### src/sv/dual_sine_oscillator_with_clipper_top_defines.svh
// Assertion macros for the dual sine oscillator with clipper.
`ifndef DUAL_SINE_OSCILLATOR_WITH_CLIPPER_TOP_DEFINES_SVH
`define DUAL_SINE_OSCILLATOR_WITH_CLIPPER_TOP_DEFINES_SVH

// Check a consequence in the same cycle.
`define DSOC_ASSERT_NOW(lbl, clk, rst_n, ante, cons, msg) \
    lbl: assert property (@(posedge clk) disable iff (!rst_n) (ante) |-> (cons)) \
        else $error(msg);

// Check a consequence in the next cycle.
`define DSOC_ASSERT_NEXT(lbl, clk, rst_n, ante, cons, msg) \
    lbl: assert property (@(posedge clk) disable iff (!rst_n) (ante) |=> (cons)) \
        else $error(msg);

`endif

### src/sv/dsoc_pkg.sv
// Package with types, constants and codes of the dual sine oscillator.
`timescale 1ns / 1ps
package dsoc_pkg;

    localparam int SINE_TABLE_BITS_DEF = 10;
    localparam int EXP_TABLE_BITS_DEF  = 10;

    localparam int CV_W    = 16;
    localparam int AUDIO_W = 15;
    localparam int IDX_W   = 3;
    localparam int DATA_W  = 28;

    localparam logic [27:0] STEP_BASE_RESET = 28'd6370040;

    localparam logic [31:0] SIN_A  = 32'd1686629713;
    localparam logic [31:0] SIN_B  = 32'd690630741;
    localparam logic [31:0] SIN_C  = 32'd77742852;
    localparam logic [31:0] EXP_K1 = 32'd747109561;
    localparam logic [31:0] EXP_K2 = 32'd241699285;
    localparam logic [31:0] EXP_K3 = 32'd84932978;

    localparam logic [5:0] MUL_STEPS = 6'd32;
    localparam logic [5:0] DIV_LAST  = 6'd28;

    typedef enum logic [2:0] {
        REG_STEP_BASE   = 3'd0,
        REG_PITCH_KNOB  = 3'd1,
        REG_OCTAVE_AMT  = 3'd2,
        REG_CLIP_KNOB   = 3'd3,
        REG_ANALOG_MODE = 3'd4
    } cfg_reg_t;

    typedef enum logic [4:0] {
        S_IDLE,
        S_EXP1,
        S_EXP2,
        S_EXP3,
        S_STEP_MUL,
        S_STEP_RND,
        S_PHASE,
        S_SIN_X2,
        S_SIN_CX,
        S_SIN_PX2,
        S_SIN_PX,
        S_SIN_END,
        S_MIX_MUL,
        S_MIX_NUM,
        S_DIV,
        S_CLIP,
        S_OUT
    } state_t;

endpackage

### src/sv/dsoc_cv_if.sv
// Interfaces for the control voltage, audio and configuration channels.
`timescale 1ns / 1ps
interface dsoc_cv_if;
    logic                                valid;
    logic                                ready;
    logic signed [dsoc_pkg::CV_W-1:0]    pitch_cv;
    logic signed [dsoc_pkg::CV_W-1:0]    shape_cv;
    logic signed [dsoc_pkg::CV_W-1:0]    clip_cv;
    modport source (output valid, pitch_cv, shape_cv, clip_cv, input ready);
    modport sink (input valid, pitch_cv, shape_cv, clip_cv, output ready);
endinterface

interface dsoc_audio_if;
    logic                                valid;
    logic                                ready;
    logic signed [dsoc_pkg::AUDIO_W-1:0] audio_out;
    modport source (output valid, audio_out, input ready);
    modport sink (input valid, audio_out, output ready);
endinterface

interface dsoc_cfg_if;
    logic                                valid;
    logic                                ready;
    logic [dsoc_pkg::IDX_W-1:0]          index;
    logic [dsoc_pkg::DATA_W-1:0]         data;
    modport source (output valid, index, data, input ready);
    modport sink (input valid, index, data, output ready);
endinterface

### src/sv/dual_sine_oscillator_with_clipper_top.sv
// Top level of the dual sine oscillator with clipper.
`timescale 1ns / 1ps
`include "dual_sine_oscillator_with_clipper_top_defines.svh"
// One transaction on cv produces one audio sample on audio. The block works on
// one sample at a time and accepts the next transaction only after the sample
// is taken. The work is done by one shared radix-2 shift-and-add multiplier
// (17 products: three for 2^f, one for the step scaling, four per sine for
// three sines, one for the sub-octave mix) and a restoring divider for the
// mix normalization. Configuration writes are taken in any cycle and
// must only occur while the block is idle.
module dual_sine_oscillator_with_clipper_top #(
    parameter int SINE_TABLE_BITS = dsoc_pkg::SINE_TABLE_BITS_DEF,
    parameter int EXP_TABLE_BITS  = dsoc_pkg::EXP_TABLE_BITS_DEF
) (
    input  logic          clk,
    input  logic          rst_n,
    dsoc_cv_if.sink       cv,
    dsoc_audio_if.source  audio,
    dsoc_cfg_if.sink      cfg
);

    dsoc_pkg::state_t state_reg, state_next;

    // Configuration registers.
    logic [27:0]        step_base_reg;
    logic signed [13:0] pitch_knob_reg;
    logic [11:0]        octave_amt_reg;
    logic [13:0]        clip_knob_reg;
    logic               analog_mode_reg;

    logic [31:0] phase_reg;
    logic [5:0]  cnt_reg;
    logic [1:0]  k_reg;

    // Payload registers.
    logic [63:0]        prod_reg;
    logic [31:0]        mcand_reg;
    logic [31:0]        x_reg;
    logic [31:0]        x2_reg;
    logic [11:0]        a_reg;
    logic [13:0]        thr_reg;
    logic signed [3:0]  oct_reg;
    logic signed [15:0] s2_reg, s1_reg, s5_reg;
    logic [15:0]        d_reg;
    logic [15:0]        rem_reg;
    logic [28:0]        quo_reg;
    logic               neg_reg;
    logic signed [14:0] out_reg;

    logic in_fire, out_fire, mul_state, mul_done, div_done;

    assign in_fire  = cv.valid && cv.ready;
    assign out_fire = audio.valid && audio.ready;
    assign mul_done = cnt_reg == dsoc_pkg::MUL_STEPS;
    assign div_done = cnt_reg == dsoc_pkg::DIV_LAST;

    always_comb
    begin
        case (state_reg)
            dsoc_pkg::S_EXP1, dsoc_pkg::S_EXP2, dsoc_pkg::S_EXP3, dsoc_pkg::S_STEP_MUL,
            dsoc_pkg::S_SIN_X2, dsoc_pkg::S_SIN_CX, dsoc_pkg::S_SIN_PX2, dsoc_pkg::S_SIN_PX,
            dsoc_pkg::S_MIX_MUL: mul_state = 1'b1;
            default:             mul_state = 1'b0;
        endcase
    end

    // Clamp the control sums on acceptance.
    logic signed [16:0] pitch_sum;
    logic signed [16:0] a_sum;
    logic signed [17:0] thr_sum;
    logic signed [14:0] pitch_c;
    logic [11:0]        a_c;
    logic [13:0]        thr_c;
    logic [15:0]        fq;

    always_comb
    begin
        pitch_sum = 17'({{3{pitch_knob_reg[13]}}, pitch_knob_reg}) +
                    17'({cv.pitch_cv[15], cv.pitch_cv});
        a_sum     = $signed({5'b00000, octave_amt_reg}) + 17'({cv.shape_cv[15], cv.shape_cv});
        thr_sum   = 18'sd10240 - $signed({4'b0000, clip_knob_reg}) +
                    18'({{2{cv.clip_cv[15]}}, cv.clip_cv});
        if (pitch_sum < -17'sd8192)
            pitch_c = -15'sd8192;
        else if (pitch_sum > 17'sd8192)
            pitch_c = 15'sd8192;
        else
            pitch_c = pitch_sum[14:0];
        if (a_sum < 17'sd0)
            a_c = 12'd0;
        else if (a_sum > 17'sd2048)
            a_c = 12'd2048;
        else
            a_c = a_sum[11:0];
        if (thr_sum < 18'sd0)
            thr_c = 14'd0;
        else if (thr_sum > 18'sd10240)
            thr_c = 14'd10240;
        else
            thr_c = thr_sum[13:0];
        // Truncate the fraction to the 2^f table resolution.
        fq = {pitch_c[10:0], 5'b00000};
        fq = {fq[15 -: EXP_TABLE_BITS], {(16 - EXP_TABLE_BITS){1'b0}}};
    end

    // Phase of the sine being formed: full rate, half rate and five times the half rate.
    logic [31:0] t_half, t_fifth, t_sel, t_q;
    logic [1:0]  quad;
    logic [30:0] sin_x;

    always_comb
    begin
        t_half  = {phase_reg[31], phase_reg[31:1]};
        t_fifth = t_half + {t_half[29:0], 2'b00};
        case (k_reg)
            2'd0:    t_sel = phase_reg;
            2'd1:    t_sel = t_half;
            default: t_sel = t_fifth;
        endcase
        t_q   = {t_sel[31 -: SINE_TABLE_BITS], {(32 - SINE_TABLE_BITS){1'b0}}};
        quad  = t_q[31:30];
        sin_x = quad[0] ? (31'h40000000 - {1'b0, t_q[29:0]}) : {1'b0, t_q[29:0]};
    end

    // Operands loaded into the multiplier at the start of each product.
    logic [31:0] q30, ld_mcand, ld_mplier;

    assign q30 = prod_reg[61:30];

    always_comb
    begin
        ld_mcand  = '0;
        ld_mplier = '0;
        case (state_reg)
            dsoc_pkg::S_EXP1:
            begin
                ld_mcand  = dsoc_pkg::EXP_K3;
                ld_mplier = x_reg;
            end
            dsoc_pkg::S_EXP2:
            begin
                ld_mcand  = dsoc_pkg::EXP_K2 + q30;
                ld_mplier = x_reg;
            end
            dsoc_pkg::S_EXP3:
            begin
                ld_mcand  = dsoc_pkg::EXP_K1 + q30;
                ld_mplier = x_reg;
            end
            dsoc_pkg::S_STEP_MUL:
            begin
                ld_mcand  = {4'b0000, step_base_reg};
                ld_mplier = 32'h40000000 + q30;
            end
            dsoc_pkg::S_SIN_X2:
            begin
                ld_mcand  = {1'b0, sin_x};
                ld_mplier = {1'b0, sin_x};
            end
            dsoc_pkg::S_SIN_CX:
            begin
                ld_mcand  = dsoc_pkg::SIN_C;
                ld_mplier = q30;
            end
            dsoc_pkg::S_SIN_PX2:
            begin
                ld_mcand  = dsoc_pkg::SIN_B - q30;
                ld_mplier = x2_reg;
            end
            dsoc_pkg::S_SIN_PX:
            begin
                ld_mcand  = dsoc_pkg::SIN_A - q30;
                ld_mplier = x_reg;
            end
            dsoc_pkg::S_MIX_MUL:
            begin
                ld_mcand  = 32'(s1_reg[15] ? -s1_reg : s1_reg);
                ld_mplier = {20'd0, a_reg};
            end
            default:
            begin
                ld_mcand  = '0;
                ld_mplier = '0;
            end
        endcase
    end

    // Datapath terms of the multiplier, rounding, sine, divider and clip steps.
    logic [32:0]        mul_sum;
    logic [5:0]         shamt;
    logic [63:0]        step_full;
    logic [32:0]        y_rnd;
    logic [15:0]        s_mag;
    logic signed [15:0] s_new;
    logic signed [27:0] sprod, num;
    logic signed [30:0] n5;
    logic [28:0]        absn;
    logic [15:0]        d_new;
    logic [16:0]        trial;
    logic               ge;
    logic [14:0]        q_mag, w_mag, ceil_mag, v_mag;
    logic               clip;

    always_comb
    begin
        mul_sum   = {1'b0, prod_reg[63:32]} + (prod_reg[0] ? {1'b0, mcand_reg} : 33'd0);
        shamt     = 6'(7'sd30 - 7'(oct_reg));
        step_full = prod_reg >> shamt;
        y_rnd     = {1'b0, q30} + 33'd32768;
        s_mag     = y_rnd[31:16];
        s_new     = quad[1] ? -$signed(s_mag) : $signed(s_mag);
        sprod     = s1_reg[15] ? -$signed(prod_reg[27:0]) : $signed(prod_reg[27:0]);
        num       = {s2_reg[15], s2_reg, 11'd0} + sprod;
        // Times five as the sum of the term and four times the term.
        n5        = {{3{num[27]}}, num} + {num[27], num, 2'b00};
        absn      = n5[30] ? 29'(-n5) : n5[28:0];
        d_new     = {4'b0000, a_reg} + 16'd2048;
        d_new     = {d_new[12:0], 3'b000};
        trial     = {rem_reg, quo_reg[28]};
        ge        = trial >= {1'b0, d_reg};
        q_mag     = quo_reg[14:0];
        w_mag     = 15'((s5_reg[15] ? -s5_reg : s5_reg) + 16'sd8) >> 4;
        if (analog_mode_reg)
            ceil_mag = 15'd10240;
        else if (s5_reg[15])
            ceil_mag = 15'd10240 - w_mag;
        else
            ceil_mag = 15'd10240 + w_mag;
        clip      = (q_mag >= {1'b0, thr_reg}) && (q_mag != 15'd0);
        v_mag     = clip ? ceil_mag : q_mag;
    end

    // Next state.
    always_comb
    begin
        state_next = state_reg;
        case (state_reg)
            dsoc_pkg::S_IDLE:     if (in_fire) state_next = dsoc_pkg::S_EXP1;
            dsoc_pkg::S_EXP1:     if (mul_done) state_next = dsoc_pkg::S_EXP2;
            dsoc_pkg::S_EXP2:     if (mul_done) state_next = dsoc_pkg::S_EXP3;
            dsoc_pkg::S_EXP3:     if (mul_done) state_next = dsoc_pkg::S_STEP_MUL;
            dsoc_pkg::S_STEP_MUL: if (mul_done) state_next = dsoc_pkg::S_STEP_RND;
            dsoc_pkg::S_STEP_RND: state_next = dsoc_pkg::S_PHASE;
            dsoc_pkg::S_PHASE:    state_next = dsoc_pkg::S_SIN_X2;
            dsoc_pkg::S_SIN_X2:   if (mul_done) state_next = dsoc_pkg::S_SIN_CX;
            dsoc_pkg::S_SIN_CX:   if (mul_done) state_next = dsoc_pkg::S_SIN_PX2;
            dsoc_pkg::S_SIN_PX2:  if (mul_done) state_next = dsoc_pkg::S_SIN_PX;
            dsoc_pkg::S_SIN_PX:   if (mul_done) state_next = dsoc_pkg::S_SIN_END;
            dsoc_pkg::S_SIN_END:
                state_next = (k_reg == 2'd2) ? dsoc_pkg::S_MIX_MUL : dsoc_pkg::S_SIN_X2;
            dsoc_pkg::S_MIX_MUL:  if (mul_done) state_next = dsoc_pkg::S_MIX_NUM;
            dsoc_pkg::S_MIX_NUM:  state_next = dsoc_pkg::S_DIV;
            dsoc_pkg::S_DIV:      if (div_done) state_next = dsoc_pkg::S_CLIP;
            dsoc_pkg::S_CLIP:     state_next = dsoc_pkg::S_OUT;
            dsoc_pkg::S_OUT:      if (out_fire) state_next = dsoc_pkg::S_IDLE;
            default:              state_next = dsoc_pkg::S_IDLE;
        endcase
    end

    // Handshake outputs.
    always_comb
    begin
        cv.ready        = state_reg == dsoc_pkg::S_IDLE;
        audio.valid     = state_reg == dsoc_pkg::S_OUT;
        audio.audio_out = out_reg;
        cfg.ready       = 1'b1;
    end

    // Control state, configuration and phase.
    always_ff @(posedge clk or negedge rst_n)
    begin
        if (!rst_n)
        begin
            state_reg       <= dsoc_pkg::S_IDLE;
            cnt_reg         <= '0;
            k_reg           <= '0;
            phase_reg       <= '0;
            step_base_reg   <= dsoc_pkg::STEP_BASE_RESET;
            pitch_knob_reg  <= '0;
            octave_amt_reg  <= '0;
            clip_knob_reg   <= '0;
            analog_mode_reg <= 1'b0;
        end
        else
        begin
            state_reg <= state_next;
            // Count product and quotient bits; clear between units.
            if (mul_state)
                cnt_reg <= mul_done ? 6'd0 : cnt_reg + 6'd1;
            else if (state_reg == dsoc_pkg::S_DIV)
                cnt_reg <= div_done ? 6'd0 : cnt_reg + 6'd1;
            else
                cnt_reg <= 6'd0;
            if (state_reg == dsoc_pkg::S_PHASE)
            begin
                phase_reg <= phase_reg + step_full[31:0];
                k_reg     <= 2'd0;
            end
            else if (state_reg == dsoc_pkg::S_SIN_END)
                k_reg <= k_reg + 2'd1;
            if (cfg.valid && cfg.ready)
            begin
                case (cfg.index)
                    dsoc_pkg::REG_STEP_BASE:   step_base_reg   <= cfg.data;
                    dsoc_pkg::REG_PITCH_KNOB:  pitch_knob_reg  <= cfg.data[13:0];
                    dsoc_pkg::REG_OCTAVE_AMT:  octave_amt_reg  <= cfg.data[11:0];
                    dsoc_pkg::REG_CLIP_KNOB:   clip_knob_reg   <= cfg.data[13:0];
                    dsoc_pkg::REG_ANALOG_MODE: analog_mode_reg <= cfg.data[0];
                    default: ;
                endcase
            end
        end
    end

    // Payload: multiplier, sine terms, divider and result.
    always_ff @(posedge clk)
    begin
        if (in_fire)
        begin
            a_reg   <= a_c;
            thr_reg <= thr_c;
            oct_reg <= pitch_c[14:11];
            x_reg   <= {2'b00, fq, 14'd0};
        end
        if (mul_state)
        begin
            if (cnt_reg == 6'd0)
            begin
                // Load operands; capture the sine argument, or the square the previous product left.
                mcand_reg <= ld_mcand;
                prod_reg  <= {32'd0, ld_mplier};
                if (state_reg == dsoc_pkg::S_SIN_X2)
                    x_reg <= {1'b0, sin_x};
                if (state_reg == dsoc_pkg::S_SIN_CX)
                    x2_reg <= q30;
            end
            else
                prod_reg <= {mul_sum, prod_reg[31:1]};
        end
        if (state_reg == dsoc_pkg::S_STEP_RND)
            prod_reg <= prod_reg + (64'd1 << (shamt - 6'd1));
        if (state_reg == dsoc_pkg::S_SIN_END)
        begin
            case (k_reg)
                2'd0:    s2_reg <= s_new;
                2'd1:    s1_reg <= s_new;
                default: s5_reg <= s_new;
            endcase
        end
        if (state_reg == dsoc_pkg::S_MIX_NUM)
        begin
            neg_reg <= n5[30];
            d_reg   <= d_new;
            rem_reg <= '0;
            quo_reg <= absn + 29'({d_new[15:1]});
        end
        if (state_reg == dsoc_pkg::S_DIV)
        begin
            rem_reg <= ge ? 16'(trial - {1'b0, d_reg}) : trial[15:0];
            quo_reg <= {quo_reg[27:0], ge};
        end
        if (state_reg == dsoc_pkg::S_CLIP)
            out_reg <= neg_reg ? -$signed(v_mag) : $signed(v_mag);
    end

    // Take a new sample only from idle.
    `DSOC_ASSERT_NEXT(a_accept_starts, clk, rst_n, in_fire, state_reg == dsoc_pkg::S_EXP1, "accept did not start the sequence")
    // Never offer a result and take a sample together.
    `DSOC_ASSERT_NOW(a_one_at_a_time, clk, rst_n, audio.valid, !cv.ready, "input ready while result pending")
    // Advance the phase only in its own step.
    `DSOC_ASSERT_NEXT(a_phase_hold, clk, rst_n, state_reg != dsoc_pkg::S_PHASE, phase_reg == $past(phase_reg), "phase moved outside its step")

endmodule
### src/flat_wrapper.sv
// flat-port wrapper written by rule: the top's interface ports become plain ports
module dual_sine_oscillator_with_clipper_top_flat 
#(
    parameter int SINE_TABLE_BITS = dsoc_pkg::SINE_TABLE_BITS_DEF,
    parameter int EXP_TABLE_BITS  = dsoc_pkg::EXP_TABLE_BITS_DEF
)
  (clk, rst_n, cv_valid, cv_pitch_cv, cv_shape_cv, cv_clip_cv, cv_ready, audio_valid, audio_audio_out, audio_ready, cfg_valid, cfg_index, cfg_data, cfg_ready);
  dsoc_cv_if cv_i ();
  dsoc_audio_if audio_i ();
  dsoc_cfg_if cfg_i ();
  input  logic clk;
  input  logic rst_n;
  input wire logic [$bits(cv_i.valid)-1:0] cv_valid;
  input wire logic [$bits(cv_i.pitch_cv)-1:0] cv_pitch_cv;
  input wire logic [$bits(cv_i.shape_cv)-1:0] cv_shape_cv;
  input wire logic [$bits(cv_i.clip_cv)-1:0] cv_clip_cv;
  output wire logic [$bits(cv_i.ready)-1:0] cv_ready;
  output wire logic [$bits(audio_i.valid)-1:0] audio_valid;
  output wire logic [$bits(audio_i.audio_out)-1:0] audio_audio_out;
  input wire logic [$bits(audio_i.ready)-1:0] audio_ready;
  input wire logic [$bits(cfg_i.valid)-1:0] cfg_valid;
  input wire logic [$bits(cfg_i.index)-1:0] cfg_index;
  input wire logic [$bits(cfg_i.data)-1:0] cfg_data;
  output wire logic [$bits(cfg_i.ready)-1:0] cfg_ready;
  assign cv_i.valid = cv_valid;
  assign cv_i.pitch_cv = cv_pitch_cv;
  assign cv_i.shape_cv = cv_shape_cv;
  assign cv_i.clip_cv = cv_clip_cv;
  assign cv_ready = cv_i.ready;
  assign audio_valid = audio_i.valid;
  assign audio_audio_out = audio_i.audio_out;
  assign audio_i.ready = audio_ready;
  assign cfg_i.valid = cfg_valid;
  assign cfg_i.index = cfg_index;
  assign cfg_i.data = cfg_data;
  assign cfg_ready = cfg_i.ready;
  dual_sine_oscillator_with_clipper_top #(.SINE_TABLE_BITS(SINE_TABLE_BITS), .EXP_TABLE_BITS(EXP_TABLE_BITS)) u_core (.clk(clk), .rst_n(rst_n), .cv(cv_i), .audio(audio_i), .cfg(cfg_i));
endmodule
### config.mk
export PLATFORM = sky130hd
export DESIGN_NAME = dual_sine_oscillator_with_clipper_top_flat
export DESIGN_NICKNAME = d
export VERILOG_FILES = /design/src/sv/dsoc_pkg.sv /design/src/sv/dsoc_cv_if.sv /design/src/sv/dual_sine_oscillator_with_clipper_top.sv /design/src/flat_wrapper.sv
export VERILOG_INCLUDE_DIRS = /design/src /design/src/sv
export SDC_FILE = /design/constraint.sdc
export NUM_CORES = 2
export LEC_CHECK = 0
export BUFFER_PORTS_ARGS = -buffer_cell sky130_fd_sc_hd__buf_2
export CORE_MARGIN = 4
export CORE_UTILIZATION = 45
export CTS_CLUSTER_DIAMETER = 150
export DETAILED_ROUTE_END_ITERATION = 10
export PLACE_DENSITY = 0.62
export SYNTH_ARGS = -nofsm -noshare
export SYNTH_HDL_FRONTEND = slang
export SYNTH_SLANG_ARGS = --single-unit
### constraint.sdc
create_clock -name clk -period 8.2 [get_ports clk]
set_input_delay 2.05 -clock clk [delete_from_list [all_inputs] [get_ports clk]]
set_output_delay 2.05 -clock clk [all_outputs]
set_load 0.01 [all_outputs]
==> results.yml <==
cts:
  ctsHoldBuffers: 0
  cts_buffers: 53
  cts.sinks: 426
  path_clk_slew_ps: 60
  cts_root_buffer: "clkbuf_16"
  post_cts.repair.setup_buffers: 0
  clock_latency_ps: 670
  cts_max_path_buffers: 3
  htree_levels: 2
  tritoncts: "done"
worst_setup_path:
  endpoint_kind: "flip-flop"
  crit_top_cell: "a21oi_1"
  crit_path_start: "u_core.prod_reg[3]"
  r2r_setup_slack_ps: 530
  critPathArrivalTime_ps: 8030
  crit_type: "reg -> reg"
  path_max_fanout: 5
  crit_slowest_cell: "or4_1"
  cp.buffers_inverters: 2
  startpoint_type: "flip-flop"
  crit_required_ps: 8560
  cpPeakStageDelay_ps: 590
  r2r_start: "u_core.prod_reg[3]"
  cp_top_family: "compound AO/OA/AOI/OAI gates"
global_routing:
  grt_pass1_vias: 33600
  grtUsageTotal: 0.270
  grt_pass1_wl_mm: 199
  antenna_found_initial: 5
  grt_overflow: 0
  grt_max_degree: 77
routing:
  first_iter_violations: 3151
  wl_mm: 131
  drcViolationCount: 0
  viasPerCell: 6.10
  ant_nets: 0
  routedWlPerCell_um: 22.3
  first_pass_iters: 9
  vias: 36000
floorplanning:
  num_rows: 109
  coreArea_um2: 88500
  fp.dieArea_um2: 94200
  design.portCount: 102
  die_h_um: 307
  start_util: 0.454
  die_w_um: 307
yosys:
  synth_warnings: 0
  seq_area_frac_synth: 0.296
  async_flop_share: 0.268
  synth_edf_count: 280
  syn-mean-instance-area_um2: 8.67
  synth_seq_cells: 426
  syn_area_um2: 40200
  synth_ff_type: "edfxtp_1"
  syn_inst: 4638
  yosysUniqueCellTypes: 103
cells_and_area:
  largest_reg_flops: 64
  nets: 5121
  area_growth_pct: 9.60
  drive_above_1_share: 0.103
  fin_util: 0.498
  diodes: 0
timing:
  finalHoldViolations: 0
  clock-skew-final_ps: 40.2
  relSlewSlack: 0.169
  setup_viol: 0
  period_needed_ps: 7670
  drv_slew: 0
  fmax_ghz: 0.130
  post-route-period-util: 0.935
  worst_slew_pin_slew_ps: 1240
hold_path:
  hp-class: "reg -> reg"
  holdCritStartpoint: "u_core.x_reg[12]"
placement:
  hpwl_mm: 99.6
  port_buffers: 100
  gp_congestion: 0.980
run:
  maxCapViolations: 0
status:
  run_status: "finished clean"
[cells in the mapped netlist (56+ instances only)]
master | number | area (um^2)
xor2_1 | 165 | 1450
nand2b_1 | 56 | 350
xnor2_1 | 249 | 2180
mux2_2 | 86 | 968
nor2_1 | 373 | 1400
a21oi_1 | 380 | 1900
nor3_1 | 104 | 521
a21o_1 | 173 | 1300
nand2_1 | 426 | 1600
and2_1 | 60 | 375
inv_1 | 197 | 739
nor2b_1 | 71 | 444
nand3_1 | 95 | 475
o21ai_0 | 293 | 1470
edfxtp_1 | 280 | 8410
ha_1 | 342 | 4280
and3_1 | 59 | 369
dfrtp_1 | 103 | 2580
clkbuf_1 | 183 | 687
[per-stage QoR]
step / hold WS [ps] / cell area, um^2 / worst slack [ps] / setup TNS, ps / std cells
after detailed placement: 467 / 42100 / 206 / 0 / 5794
after global routing: 491 / 44000 / -12.5 / -12.5 / 5894
after floorplan: 452 / 40200 / 348 / 0 / 4652
after CTS: 483 / 44000 / 146 / 0 / 5894
after global placement: 465 / 42100 / 199 / 0 / 5794
final: 484 / 44000 / 533 / 0 / 5894
[layer usage]
layer	vias up	track usage	wire, um
li1	17300	-	-
met1	17100	0.368	57100
met2	1274	0.430	58500
met3	265	0.0461	9530
met4	0	0.107	6030
met5	-	0	0
[cells in the final DEF (no fill, tap or decap), types with 30 or more instances in the layout]
cell and instances:
nand2_1 423, a21oi_1 377, nor2_1 369, ha_1 341, o21ai_0 291, edfxtp_1 280
xnor2_1 248, inv_1 197, a21o_1 173, xor2_1 164, nor3_1 104, dfrtp_1 103
buf_2 99, nand3_1 94, buf_4 89, mux2_2 86, nor2b_1 71, and2_1 60
and3_1 59, nand2b_1 56, clkbuf_16 55, mux2i_1 52, a31oi_1 45, a211oi_1 44
o21bai_1 44, o22ai_1 40, o31ai_1 39, a221oi_1 37, o211ai_1 37, mux4_2 35
o21a_1 35, dfxtp_1 32, a222oi_1 30
[timing repair]
item | 4_1_cts | 5_1_grt
resized for setup | 0 | 5
hold endpoints to repair | 0 | 0
setup endpoints to repair | 0 | 12
[final timing paths]
check	endpoint	cells after the start
max	u_core.quo_reg[21]	33
min in group asynchronous	u_core.phase_reg[20]	1
min reg2reg	u_core.x_reg[12]	1
min	u_core.x_reg[12]	1
max reg2reg	u_core.quo_reg[21]	33
max in group asynchronous	u_core.octave_amt_reg[4]	2
[cell families (layout without fill, tap and decap cells)]
logic type      count (synthesis)  count (layout)  synth area share
simple gates                 1433            1433             0.172
compound gates               1422            1422             0.232
flops                         426             426             0.296
xor+xnor                      416             416            0.0910
buf+inv                       410             487            0.0389
fa+ha+maj                     356             356             0.113
mux                           173             173            0.0567
other cells                     2              16          0.000187
[worst reg2reg max path, delay by kind of cell (launching register included)]
| family | cells | cell delay (ps) |
|---|---|---|
| AOI/OAI and AO/OA | 19 | 3730 |
| and+or+nand+nor | 7 | 1900 |
| adders and majority gates | 2 | 590 |
| xor gates and xnor gates | 3 | 540 |
| DFF | 1 | 380 |
| buffers and inverters | 2 | 210 |
[layout make-up]
class	instances	area [um^2]
Clock inverter	29	377
Fill cell	8373	44500
Inverter	198	743
Timing Repair Buffer	189	1180
Multi-Input combinational cell	3816	26900
Sequential cell	426	11900
Tap cell	1165	1460
Clock buffer	71	1510
Power is left out: the tool's default activity adds up to more than one toggle a clock period on the data nets, which glitch-free logic cannot reach.
